### src/rtl/core/qenc_pkg.sv
`default_nettype none

package qenc_pkg;

   localparam int INDEX_W = 5;
   localparam int PAIR_W  = 2;
   localparam int COUNT_W = 5;
   localparam int PPS_W   = 4;
   localparam int STEP_W  = 2;

   localparam int NUM_COUNTS = 2 ** COUNT_W;

   localparam logic [COUNT_W-1:0] COUNT_START     = 5'd8;
   localparam logic [PPS_W-1:0]   PPS_RESET       = 4'd4;
   localparam logic [3:0]         PAIR_INDEX_MASK = 4'hF;

   // delta and step share one two-bit signed coding
   localparam logic [STEP_W-1:0] DELTA_NONE = 2'b00;
   localparam logic [STEP_W-1:0] DELTA_FWD  = 2'b01;
   localparam logic [STEP_W-1:0] DELTA_BACK = 2'b11;

   // indexed by {previous pair, current pair}
   localparam logic [STEP_W-1:0] TRANSITION_TABLE [16] = '{
      DELTA_NONE, DELTA_FWD,  DELTA_BACK, DELTA_NONE,
      DELTA_BACK, DELTA_NONE, DELTA_NONE, DELTA_FWD,
      DELTA_FWD,  DELTA_NONE, DELTA_NONE, DELTA_BACK,
      DELTA_NONE, DELTA_BACK, DELTA_FWD,  DELTA_NONE
   };

   typedef struct packed {
      logic [PAIR_W-1:0]  pair;
      logic [COUNT_W-1:0] count;
      logic               forward;
   } entry_type;

   localparam entry_type ENTRY_RESET = '{pair: '0, count: COUNT_START, forward: 1'b0};

   typedef struct packed {
      logic                  busy;
      logic [NUM_COUNTS-1:0] multiple;
   } step_table_type;

endpackage

`default_nettype wire

### src/rtl/core/qenc_if.sv
`default_nettype none

interface qenc_req_if;
   logic                         valid;
   logic                         ready;
   logic [qenc_pkg::INDEX_W-1:0] encoder_index;
   logic [qenc_pkg::PAIR_W-1:0]  pair_bits;

   modport source (output valid, output encoder_index, output pair_bits, input ready);
   modport sink   (input valid, input encoder_index, input pair_bits, output ready);
endinterface

interface qenc_rsp_if;
   logic                        valid;
   logic                        ready;
   logic [qenc_pkg::STEP_W-1:0] step;

   modport source (output valid, output step, input ready);
   modport sink   (input valid, input step, output ready);
endinterface

interface qenc_csr_if;
   logic                       valid;
   logic                       ready;
   logic [qenc_pkg::PPS_W-1:0] step_length;

   modport source (output valid, output step_length, input ready);
   modport sink   (input valid, input step_length, output ready);
endinterface

`default_nettype wire

### src/rtl/core/qenc_state_mem.sv
`default_nettype none

module qenc_state_mem #(
   parameter int DEPTH  = 32,
   parameter int ADDR_W = 5
) (
   input  wire logic                clock,
   input  wire logic                reset,
   input  wire logic                rd_en,
   input  wire logic [ADDR_W-1:0]   rd_addr,
   output qenc_pkg::entry_type      rd_data,
   input  wire logic                wr_en,
   input  wire logic [ADDR_W-1:0]   wr_addr,
   input  wire qenc_pkg::entry_type wr_data
);

   qenc_pkg::entry_type mem [DEPTH];
   qenc_pkg::entry_type rd_data_ff;
   logic [DEPTH-1:0]    written_ff;
   logic [DEPTH-1:0]    written_in;
   logic                rd_hit_ff;

   always_ff @(posedge clock) begin
      if (wr_en) begin
         mem[wr_addr] <= wr_data;
      end
      if (rd_en) begin
         rd_data_ff <= mem[rd_addr];
      end
   end

   always_comb begin
      written_in = written_ff;
      if (wr_en) begin
         written_in[wr_addr] = 1'b1;
      end
   end

   always_ff @(posedge clock) begin
      if (reset) begin
         written_ff <= '0;
         rd_hit_ff  <= 1'b0;
      end else begin
         written_ff <= written_in;
         if (rd_en) begin
            rd_hit_ff <= written_ff[rd_addr];
         end
      end
   end

   // entries not yet written read as their reset value
   assign rd_data = rd_hit_ff ? rd_data_ff : qenc_pkg::ENTRY_RESET;

endmodule

`default_nettype wire

### src/rtl/core/qenc_step_table.sv
`default_nettype none

module qenc_step_table (
   input  wire logic                       clock,
   input  wire logic                       reset,
   input  wire logic                       wr_en,
   input  wire logic [qenc_pkg::PPS_W-1:0] wr_data,
   output qenc_pkg::step_table_type        table_out
);

   logic [qenc_pkg::PPS_W-1:0]      div_ff;
   logic [qenc_pkg::PPS_W-1:0]      div_in;
   logic [qenc_pkg::PPS_W-1:0]      rem_ff;
   logic [qenc_pkg::PPS_W-1:0]      rem_in;
   logic [qenc_pkg::COUNT_W-1:0]    idx_ff;
   logic [qenc_pkg::COUNT_W-1:0]    idx_in;
   logic                            busy_ff;
   logic                            busy_in;
   logic [qenc_pkg::NUM_COUNTS-1:0] multiple_ff;
   logic [qenc_pkg::NUM_COUNTS-1:0] multiple_in;
   logic [qenc_pkg::PPS_W:0]        rem_sum;

   // sweep all counts once, tracking count mod divisor incrementally
   always_comb begin
      div_in      = div_ff;
      rem_in      = rem_ff;
      idx_in      = idx_ff;
      busy_in     = busy_ff;
      multiple_in = multiple_ff;
      rem_sum     = {1'b0, rem_ff} + 1'b1;
      if (wr_en) begin
         div_in  = (wr_data == '0) ? qenc_pkg::PPS_W'(1) : wr_data;
         rem_in  = '0;
         idx_in  = '0;
         busy_in = 1'b1;
      end else if (busy_ff) begin
         multiple_in[idx_ff] = (rem_ff == '0);
         rem_in  = (rem_sum == {1'b0, div_ff}) ? '0 : rem_sum[qenc_pkg::PPS_W-1:0];
         idx_in  = idx_ff + 1'b1;
         busy_in = (idx_ff != '1);
      end
   end

   always_ff @(posedge clock) begin
      if (reset) begin
         div_ff  <= qenc_pkg::PPS_RESET;
         rem_ff  <= '0;
         idx_ff  <= '0;
         busy_ff <= 1'b1;
      end else begin
         div_ff  <= div_in;
         rem_ff  <= rem_in;
         idx_ff  <= idx_in;
         busy_ff <= busy_in;
      end
   end

   always_ff @(posedge clock) begin
      multiple_ff <= multiple_in;
   end

   assign table_out = '{busy: busy_ff, multiple: multiple_ff};

endmodule

`default_nettype wire

### src/rtl/core/quadrature_encoder_step_counter.sv
// Quadrature step counter for a bank of encoders sampled one at a time.
// req_chan: one request per sample, carrying encoder_index and pair_bits.
// rsp_chan: exactly one step per request, in request order: +1, -1 or 0.
// csr_chan: writes step_length, the pulses per step (0 acts as 1); always ready.
// Per-encoder state (previous pair, pulse count, direction) sits in one
// synchronous RAM, read when a request is taken and written back when the step
// is loaded into the output register, which may wait on a stalled receiver.
// The step is computed in the CALC state and then held in the output register.
// A new request is taken only once the previous one has left the CALC state.
// After reset, and after each step_length write, a sweep over all counts builds the
// table of counts that complete a step; no request is taken during it.
// Reset returns every encoder to pair 0, count 8, backward.
// The step sits in an output register, so the next request can be accepted while
// it waits; if the receiver stalls longer, the following request waits in the
// block and req_chan.ready stays low until the output register frees.
// Samples with an encoder_index at or beyond NUM_ENCODERS give 0 and touch nothing.
`default_nettype none

module quadrature_encoder_step_counter #(
   parameter int NUM_ENCODERS = 32
) (
   input wire logic   clock,
   input wire logic   reset,
   qenc_req_if.sink   req_chan,
   qenc_rsp_if.source rsp_chan,
   qenc_csr_if.sink   csr_chan
);

   localparam int ADDR_W = (NUM_ENCODERS > 1) ? $clog2(NUM_ENCODERS) : 1;
   localparam int EXT_W  = (ADDR_W > qenc_pkg::INDEX_W) ? ADDR_W : qenc_pkg::INDEX_W;

   localparam logic S_IDLE = 1'b0;
   localparam logic S_CALC = 1'b1;

   logic                          state_ff;
   logic                          state_in;
   logic [ADDR_W-1:0]             addr_ff;
   logic [qenc_pkg::PAIR_W-1:0]   pair_ff;
   logic                          in_range_ff;
   logic                          rsp_valid_ff;
   logic                          rsp_valid_in;
   logic [qenc_pkg::STEP_W-1:0]   rsp_step_ff;
   logic [qenc_pkg::STEP_W-1:0]   step_calc;

   logic [EXT_W-1:0]              index_ext;
   logic                          req_take;
   logic                          slot_free;
   logic                          load;
   logic                          wr_en;
   qenc_pkg::entry_type           rd_data;
   qenc_pkg::entry_type           wr_data;
   qenc_pkg::step_table_type      table_out;

   logic [3:0]                    trans_idx;
   logic [qenc_pkg::STEP_W-1:0]   delta;
   logic                          fwd;
   logic [qenc_pkg::COUNT_W-1:0]  count_next;

   assign index_ext = EXT_W'(req_chan.encoder_index);
   assign req_chan.ready = (state_ff == S_IDLE) && !table_out.busy;
   assign req_take  = req_chan.valid && req_chan.ready;
   assign slot_free = !rsp_valid_ff || rsp_chan.ready;
   assign load      = (state_ff == S_CALC) && slot_free;
   assign csr_chan.ready = 1'b1;

   qenc_step_table u_step_table (
      .clock     (clock),
      .reset     (reset),
      .wr_en     (csr_chan.valid),
      .wr_data   (csr_chan.step_length),
      .table_out (table_out)
   );

   qenc_state_mem #(
      .DEPTH  (NUM_ENCODERS),
      .ADDR_W (ADDR_W)
   ) u_state_mem (
      .clock   (clock),
      .reset   (reset),
      .rd_en   (req_take),
      .rd_addr (index_ext[ADDR_W-1:0]),
      .rd_data (rd_data),
      .wr_en   (wr_en),
      .wr_addr (addr_ff),
      .wr_data (wr_data)
   );

   // decode the transition and update the entry
   always_comb begin
      trans_idx  = {rd_data.pair, pair_ff} & qenc_pkg::PAIR_INDEX_MASK;
      delta      = qenc_pkg::TRANSITION_TABLE[trans_idx];
      fwd        = (delta == qenc_pkg::DELTA_FWD);
      count_next = fwd ? (rd_data.count + 1'b1) : (rd_data.count - 1'b1);
      wr_data    = rd_data;
      wr_data.pair = pair_ff;
      step_calc  = qenc_pkg::DELTA_NONE;
      if (delta != qenc_pkg::DELTA_NONE) begin
         wr_data.count   = count_next;
         wr_data.forward = fwd;
         if ((rd_data.forward == fwd) && table_out.multiple[count_next]) begin
            wr_data.count = qenc_pkg::COUNT_START;
            step_calc     = delta;
         end
      end
      if (!in_range_ff) begin
         step_calc = qenc_pkg::DELTA_NONE;
      end
   end

   assign wr_en = load && in_range_ff;

   always_comb begin
      state_in = state_ff;
      unique case (state_ff)
         S_IDLE: begin
            if (req_take) begin
               state_in = S_CALC;
            end
         end
         S_CALC: begin
            if (slot_free) begin
               state_in = S_IDLE;
            end
         end
         default: state_in = S_IDLE;
      endcase
   end

   always_comb begin
      rsp_valid_in = rsp_valid_ff;
      priority if (load) begin
         rsp_valid_in = 1'b1;
      end else if (rsp_chan.ready) begin
         rsp_valid_in = 1'b0;
      end
   end

   always_ff @(posedge clock) begin
      if (reset) begin
         state_ff     <= S_IDLE;
         rsp_valid_ff <= 1'b0;
      end else begin
         state_ff     <= state_in;
         rsp_valid_ff <= rsp_valid_in;
      end
   end

   always_ff @(posedge clock) begin
      if (req_take) begin
         addr_ff     <= index_ext[ADDR_W-1:0];
         pair_ff     <= req_chan.pair_bits;
         in_range_ff <= (32'(req_chan.encoder_index) < 32'(NUM_ENCODERS));
      end
      if (load) begin
         rsp_step_ff <= step_calc;
      end
   end

   assign rsp_chan.valid = rsp_valid_ff;
   assign rsp_chan.step  = rsp_step_ff;

`ifndef NO_ASSERTIONS
   a_no_take_in_sweep: assert property (@(posedge clock) disable iff (reset)
      (req_chan.valid && req_chan.ready) |-> !table_out.busy)
      else $error("request taken during step table sweep");

   a_write_in_calc: assert property (@(posedge clock) disable iff (reset)
      wr_en |-> (state_ff == S_CALC) && slot_free)
      else $error("state write outside update cycle");

   a_load_shows: assert property (@(posedge clock) disable iff (reset)
      load |=> rsp_chan.valid && (rsp_chan.step == $past(step_calc)))
      else $error("loaded step not presented");

   a_step_code: assert property (@(posedge clock) disable iff (reset)
      rsp_chan.valid |-> (rsp_chan.step != 2'b10))
      else $error("illegal step code");
`endif

endmodule

`default_nettype wire
### src/flat_wrapper.sv
// flat-port wrapper written by rule: the top's interface ports become plain ports
module quadrature_encoder_step_counter_flat 
#(
   parameter int NUM_ENCODERS = 32
)
  (clock, reset, req_chan_valid, req_chan_encoder_index, req_chan_pair_bits, req_chan_ready, rsp_chan_valid, rsp_chan_step, rsp_chan_ready, csr_chan_valid, csr_chan_step_length, csr_chan_ready);
  qenc_req_if req_chan_i ();
  qenc_rsp_if rsp_chan_i ();
  qenc_csr_if csr_chan_i ();
  input wire logic clock;
  input wire logic reset;
  input wire logic [$bits(req_chan_i.valid)-1:0] req_chan_valid;
  input wire logic [$bits(req_chan_i.encoder_index)-1:0] req_chan_encoder_index;
  input wire logic [$bits(req_chan_i.pair_bits)-1:0] req_chan_pair_bits;
  output wire logic [$bits(req_chan_i.ready)-1:0] req_chan_ready;
  output wire logic [$bits(rsp_chan_i.valid)-1:0] rsp_chan_valid;
  output wire logic [$bits(rsp_chan_i.step)-1:0] rsp_chan_step;
  input wire logic [$bits(rsp_chan_i.ready)-1:0] rsp_chan_ready;
  input wire logic [$bits(csr_chan_i.valid)-1:0] csr_chan_valid;
  input wire logic [$bits(csr_chan_i.step_length)-1:0] csr_chan_step_length;
  output wire logic [$bits(csr_chan_i.ready)-1:0] csr_chan_ready;
  assign req_chan_i.valid = req_chan_valid;
  assign req_chan_i.encoder_index = req_chan_encoder_index;
  assign req_chan_i.pair_bits = req_chan_pair_bits;
  assign req_chan_ready = req_chan_i.ready;
  assign rsp_chan_valid = rsp_chan_i.valid;
  assign rsp_chan_step = rsp_chan_i.step;
  assign rsp_chan_i.ready = rsp_chan_ready;
  assign csr_chan_i.valid = csr_chan_valid;
  assign csr_chan_i.step_length = csr_chan_step_length;
  assign csr_chan_ready = csr_chan_i.ready;
  quadrature_encoder_step_counter #(.NUM_ENCODERS(NUM_ENCODERS)) u_core (.clock(clock), .reset(reset), .req_chan(req_chan_i), .rsp_chan(rsp_chan_i), .csr_chan(csr_chan_i));
endmodule
### config.mk
export PLATFORM = sky130hd
export DESIGN_NAME = quadrature_encoder_step_counter_flat
export DESIGN_NICKNAME = d
export VERILOG_FILES = /design/src/rtl/core/qenc_pkg.sv /design/src/rtl/core/qenc_if.sv /design/src/rtl/core/qenc_state_mem.sv /design/src/rtl/core/qenc_step_table.sv /design/src/rtl/core/quadrature_encoder_step_counter.sv /design/src/flat_wrapper.sv
export SDC_FILE = /design/constraint.sdc
export NUM_CORES = 1
export LEC_CHECK = 0
export BUFFER_PORTS_ARGS = -buffer_cell sky130_fd_sc_hd__buf_2
export CORE_MARGIN = 10
export CORE_UTILIZATION = 45
export CTS_CLUSTER_DIAMETER = 80
export DETAILED_ROUTE_END_ITERATION = 10
export HOLD_SLACK_MARGIN = 0.06
export SYNTH_ARGS = -nofsm -noshare
export SYNTH_HDL_FRONTEND = slang
export SYNTH_SLANG_ARGS = --single-unit
### constraint.sdc
create_clock -name clock -period 11 [get_ports clock]
set_input_delay 1.1 -clock clock [delete_from_list [all_inputs] [get_ports clock]]
set_output_delay 1.1 -clock clock [all_outputs]
set_load 0.01 [all_outputs]
==> impl_metrics.py, run 1 <==
metrics = {
    "run_status": {
        "status": "complete, no violations",
    },
    "routing": {
        "wl_met2_um": 15930,
        "dr_wl_met3_um": 2093,
        "wl_per_cell_um": 24.92,
        "routed-via-count": 7369,
        "drc_errors": 0,
        "avgViaCountPerCell": 5.730,
        "ant_nets": 0,
        "routed.top_layer": "met4",
        "drtIter0Drc": 728,
        "wl_met1_um": 13460,
        "wl_um": 32040,
        "drtPass1Iterations": 5,
    },
    "sta": {
        "fin_skew_ns": 0.02942,
        "fmax_mhz": 177.5,
        "setup_viol": 0,
        "whs_ns": 0.4658,
        "slew_headroom_pct": 13.33,
        "hold_violations": 0,
        "rsz0062_at_grt": "false",
        "worst_pin_slew_ns": 1.300,
        "min_period_ns": 5.634,
        "slew_viol_final": 0,
        "layout_setup_ws_ns": 5.366,
        "finalSetupTns_ns": 0,
        "period_share_pct": 51.22,
    },
    "layout": {
        "fin_nets": 884,
        "layout-drive-gt1-share_pct": 25.79,
        "area_delta_synth_final_pct": 13.91,
        "most-common-layout-cells": "edfxtp_1, nor2_1, mux4_2",
        "antenna-diode-count": 0,
        "final_core_utilization_pct": 51.74,
        "final_cells": 1286,
        "final_common_cell": "edfxtp_1",
    },
    "floorplan": {
        "dieArea_um2": 39210,
        "rows": 65,
        "start_util_pct": 45.42,
        "die_y_um": 198.0,
        "die_w_um": 198.0,
        "ioPinCount": 21,
        "core_area_um2": 31390,
    },
    "synthesis": {
        "synth_edf_count": 305,
        "synth_area_leaders": "edfxtp_1, mux4_2, dfxtp_1, nor2_1, ha_1",
        "syn_area_per_cell_um2": 17.87,
        "synth_top_area_cell": "edfxtp_1",
        "synthCells": 798,
        "synth-async-reset-ratio_pct": 0,
        "synth_top_area_share_pct": 64.23,
        "synth_warnings": 0,
        "ys_ff_latch": 354,
        "ys_seq_area_share_pct": 71.11,
        "synthDistinctLibCells": 51,
        "syn_area_um2": 14260,
        "synth_fp_nets": 829,
        "synthFlopType": "edfxtp_1",
    },
    "clocking": {
        "cts_buffer_depth": 3,
        "clk_latency_ns": 0.54,
        "cts_setup_buffers": 0,
        "htreeDepth": 2,
        "cts-buffers-inserted": 39,
        "cts_tree": "built",
        "post_cts_resize_count": 0,
        "postCtsHoldBufs": 0,
        "clkSinkCount": 354,
        "clkTransAtPathRegs_ns": 0.06,
        "root_buffer": "clkbuf_16",
    },
    "place": {
        "port_buffers": 19,
        "dp_cells": 1214,
        "dp_slack_ns": 5.363,
        "gp_congestion": 0.8111,
        "dpl.hpwl_um": 20210,
    },
    "hold_path": {
        "hp-class": "flip-flop to flip-flop",
    },
    "global_routing": {
        "overflow": 0,
        "antenna_found_initial": 0,
        "grt_pass1_wl_um": 48290,
        "grt_pass1_vias": 7523,
        "grt_usage_pct": 16.63,
        "grt_max_degree": 72,
    },
    "power_and_ir_drop": {
        "power_leakage_nw": 5.355,
        "ir_worst_vdd_mv": 0.1028,
        "powerDensity_nw_per_um2": 173.8,
    },
    "setup_path": {
        "critPathMaxStageDelay_ns": 1.07,
        "path_buf_inv": 1,
        "cpMaxStageDelayCell": "edfxtp_1",
        "path_delay_family": "compound AO/OA/AOI/OAI gates",
        "start_kind": "flip-flop",
        "cp.required_ns": 11.14,
        "crit_arrival_ns": 5.77,
        "cp_max_fo": 35,
        "crit_type": "flip-flop to flip-flop",
        "worstPathCellList": "inv_1 > ha_1 > mux2_2 > o22ai_1 > o22ai_1 > fa_1 > xor2_2 > mux4_1 > mux2i_1 > mux2i_1 > o21a_1 > a21oi_2",
        "end_kind": "flip-flop",
    },
    "run": {
        "drv_cap": 0,
    },
}
synthesized netlist by cell type, drive strengths merged (3+ instances only):
cell / instances
nand2: 17
o22ai: 3
nor2b: 3
nor2: 154
a21oi: 8
edfxtp: 305
dfxtp: 49
nand3: 6
xnor2: 10
nor3: 4
inv: 9
or2: 3
mux2: 10
mux4: 95
ha: 14
nand3b: 9
xor2: 8
clkbuf: 19
mux2i: 16
and3: 5
and2: 3
buf: 16
a2111oi: 4
final cells by class:
type / count / area, µm²
clock inverters: 24 / 255.2
clock buffers: 48 / 1010
repair buffers: 49 / 322.8
inverters: 9 / 33.78
flip-flops and latches: 354 / 10140
well taps: 402 / 503.0
multi-input cells: 400 / 3978
fillers: 2501 / 15150
state kept, by name, summed over array words and instances (netlist names):
register and count:
u_core.addr_ff 5, u_core.pair_ff 2, u_core.rsp_chan.step 2, u_core.rsp_chan.valid 1, u_core.state_ff 1, u_core.u_state_mem.mem 256
u_core.u_state_mem.rd_data_ff 8, u_core.u_state_mem.rd_hit_ff 1, u_core.u_state_mem.written_ff 32, u_core.u_step_table.busy_ff 1, u_core.u_step_table.div_ff 4, u_core.u_step_table.idx_ff 5
u_core.u_step_table.multiple_ff 32, u_core.u_step_table.rem_ff 4
through the flow:
step | instance area [µm²] | total power [mW]
3_5_place_dp | 14970 | 1.562
2_1_floorplan | 14260 | 1.538
6_report | 16240 | 2.823
4_1_cts | 16230 | 2.849
5_1_grt | 16240 | 2.908
3_3_place_gp | 14970 | 1.559
report_power, final:
part / switching, mW / internal (mW)
clock: 0.517 / 0.774
combinational: 0.0439 / 0.0415
sequential: 0.00187 / 1.44
worst min-delay path: cells and delay by family, from the launching register on:
kind,cells,cell delay (ns)
flops,1,0.32
simple gates,2,0.11
worst paths after layout:
path | startpoint | end | slack, ns | cells past startpoint
worst max-delay path | u_core.pair_ff[1] | u_core.u_state_mem.mem[11][2] | 5.37 | 12
worst min-delay path | u_core.u_state_mem.written_ff[2] | u_core.u_state_mem.written_ff[2] | 0.47 | 2
worst min register to register | u_core.u_state_mem.written_ff[2] | u_core.u_state_mem.written_ff[2] | 0.47 | 2
worst max register to register | u_core.pair_ff[1] | u_core.u_state_mem.mem[11][2] | 5.37 | 12
metal layers:
layer | GRT usage [%] | up-vias
met5 | 0 | -
met1 | 22.78 | 3855
li1 | - | 3231
met3 | 2.818 | 44
met4 | 4.356 | 0
met2 | 27.05 | 239
cells by family (layout without fill, tap and decap cells):
family                   Yosys count  in the layout  synth area share [%]
AND/OR/NAND/NOR                  214            214                 6.485
XOR/XNOR                          18             18                 1.158
other                              1              1               0.02630
flip-flops                       354            354                 71.11
multiplexers                     121            121                 17.02
buffers and inverters             44            130                 1.307
adder cells (fa/ha/maj)           15             15                 1.369
AO/OA/AOI/OAI                     31             31                 1.518
(Power assumes the default switching activity.)
==> run 2, diff against run 1 <==
Clock period 11 ns to 5.5 ns, I/O delays scaled along.
==> run 2 against run 1 <==
Via count shrank 1.7%. Power rose by 93%. Maximum frequency rose by 14%. Global-route usage decreased by 0.23 points. Highest routed layer unchanged.
==> impl_metrics.py, run 2 (synthesis gave the netlist of run 1 again) <==
metrics = {
    "layout": {
        "largest-register": "u_core.u_state_mem.mem",
        "final_cells": 1281,
        "antenna-diode-count": 0,
        "layout-drive-gt1-share_pct": 24.80,
        "seqCellArea_um2": 10140,
        "final_common_cell": "edfxtp_1",
        "largest_reg_flops": 256,
        "fill_cells": 2523,
        "fin_nets": 881,
        "top_regs": "u_core.u_state_mem.mem (256), u_core.u_state_mem.written_ff (32), u_core.u_step_table.multiple_ff (32)",
        "area_delta_synth_final_pct": 13.15,
        "multi_input_comb_area_um2": 3971,
        "final_core_utilization_pct": 51.39,
        "most-common-layout-cells": "edfxtp_1, nor2_1, mux4_2",
    },
    "sta": {
        "hold_violations": 0,
        "whs_ns": 0.2085,
        "slew_viol_final": 0,
        "fmax_mhz": 203.1,
        "fin_skew_ns": 0.02132,
        "worst_pin_slew_ns": 1.305,
        "setup_viol": 0,
        "min_period_ns": 4.925,
        "period_share_pct": 89.54,
        "slew_headroom_pct": 12.65,
        "rsz0062_at_grt": "false",
        "finalSetupTns_ns": 0,
    },
    "floorplan": {
        "dieArea_um2": 39210,
        "ioPinCount": 21,
        "start_util_pct": 45.42,
        "core_area_um2": 31390,
        "rows": 65,
        "die_w_um": 198.0,
        "die_y_um": 198.0,
    },
    "setup_path": {
        "start_kind": "flip-flop",
        "rr_endpoint": "u_core.u_state_mem.mem[8][3]",
        "r2r-start": "u_core.pair_ff[1]",
        "ff2ff_setup_slack_ns": 0.58,
        "end_kind": "flip-flop",
        "rr_worst_depth": 13,
        "cp_max_fo": 23,
        "crit_arrival_ns": 5.18,
        "cp.required_ns": 5.76,
        "crit_type": "flip-flop to flip-flop",
    },
    "global_routing": {
        "use_met3_pct": 3.310,
        "grt_usage_pct": 16.40,
        "grt.busiest_layer": "met2",
        "grt_max_degree": 72,
        "grt_pass1_vias": 7676,
        "globalRouteMet1Util_pct": 21.89,
        "met2_usage_pct": 27.27,
        "grt_pass1_wl_um": 47880,
        "antenna_found_initial": 0,
        "overflow": 0,
    },
    "clocking": {
        "clkTransAtPathRegs_ns": 0.06,
        "cts_tree": "built",
        "root_buffer": "clkbuf_16",
        "cts-buffers-inserted": 37,
        "htreeDepth": 2,
        "clkSinkCount": 354,
        "cts_setup_buffers": 0,
        "cts_buffer_depth": 3,
        "clk_latency_ns": 0.54,
    },
    "place": {
        "port_buffers": 19,
        "dp_cells": 1212,
        "gp_congestion": 0.8041,
        "dpl.hpwl_um": 19010,
    },
    "routing": {
        "wl_per_cell_um": 24.64,
        "avgViaCountPerCell": 5.657,
        "wl_um": 31560,
        "drc_errors": 0,
        "ant_nets": 0,
        "drtIter0Drc": 611,
        "drtPass1Iterations": 5,
        "routed-via-count": 7246,
    },
    "hold_path": {
        "whs_endpoint": "u_core.pair_ff[0]",
        "min-delay-start": "req_chan_pair_bits[0]",
        "whs_path_depth": 1,
        "hp-class": "input pin to flip-flop",
    },
    "power_and_ir_drop": {
        "ir_worst_vdd_mv": 0.1790,
        "powerDensity_nw_per_um2": 338.4,
        "power_leakage_nw": 5.307,
    },
    "run": {
        "drv_cap": 0,
    },
    "run_status": {
        "status": "complete, no violations",
    },
}
-- run 2: worst max path at each step --
stage                            from                      endpoint  slack (ns)  cells after the start
floorplan           u_core.pair_ff[0]  u_core.u_state_mem.mem[0][5]        0.80                     12
global placement    u_core.pair_ff[1]  u_core.u_state_mem.mem[1][3]        0.52                     11
detailed placement  u_core.pair_ff[1]  u_core.u_state_mem.mem[1][2]        0.21                     12
CTS                 u_core.pair_ff[1]  u_core.u_state_mem.mem[8][3]        0.18                     12
global route        u_core.pair_ff[1]  u_core.u_state_mem.mem[9][1]        0.11                     11
finish              u_core.pair_ff[1]  u_core.u_state_mem.mem[8][3]        0.58                     13
-- run 2: timing repair --
item                                    in CTS  in global routing
endpoints found under the setup margin       0                 96
hold buffers                                 0                  0
gates resized for setup                      0                  3
-- run 2: cell type report --
| type | instances | area share [%] |
|---|---|---|
| clock buffers | 53 | 6.235 |
| well taps | 402 | 3.118 |
| clock inverters | 15 | 0.8919 |
| multi-input cells | 400 | 24.62 |
| repair buffers | 48 | 2.078 |
| flip-flops and latches | 354 | 62.85 |
| inverters | 9 | 0.2094 |
-- run 2: power breakdown --
group / internal, mW / switching (mW)
combinational: 0.0842 / 0.0916
clock: 1.38 / 1.01
sequential: 2.89 / 0.00394
total: 4.35 / 1.11
-- run 2: metrics by stage --
stage	setup slack, ns	power (mW)	cell area, µm²
after floorplan	0.7962	3.076	14260
after global placement	0.5199	3.124	14950
after detailed placement	0.2083	3.127	14950
after CTS	0.1762	5.513	16100
after global routing	0.1083	5.632	16130
final	0.5753	5.460	16130
-- run 2: critical path: stages (launching register included) --
cell and delay [ns]:
edfxtp_1 0.78, inv_1 0.15, ha_1 0.21, mux2_2 0.27, o22ai_1 0.24, o22ai_1 0.31, fa_1 0.57, xor2_2 0.45
a2111oi_1 0.13, or4_1 0.54, mux2i_1 0.22, o21a_1 0.32, a21oi_2 0.22, buf_8 0.22
-- run 2: per-layer routing --
| layer | wire length [µm] | part of all wire (%) |
|---|---|---|
| met5 | 0 | 0 |
| met1 | 13490 | 43 |
| met3 | 1732 | 5.5 |
| met2 | 15850 | 50 |
| met4 | 483 | 1.5 |
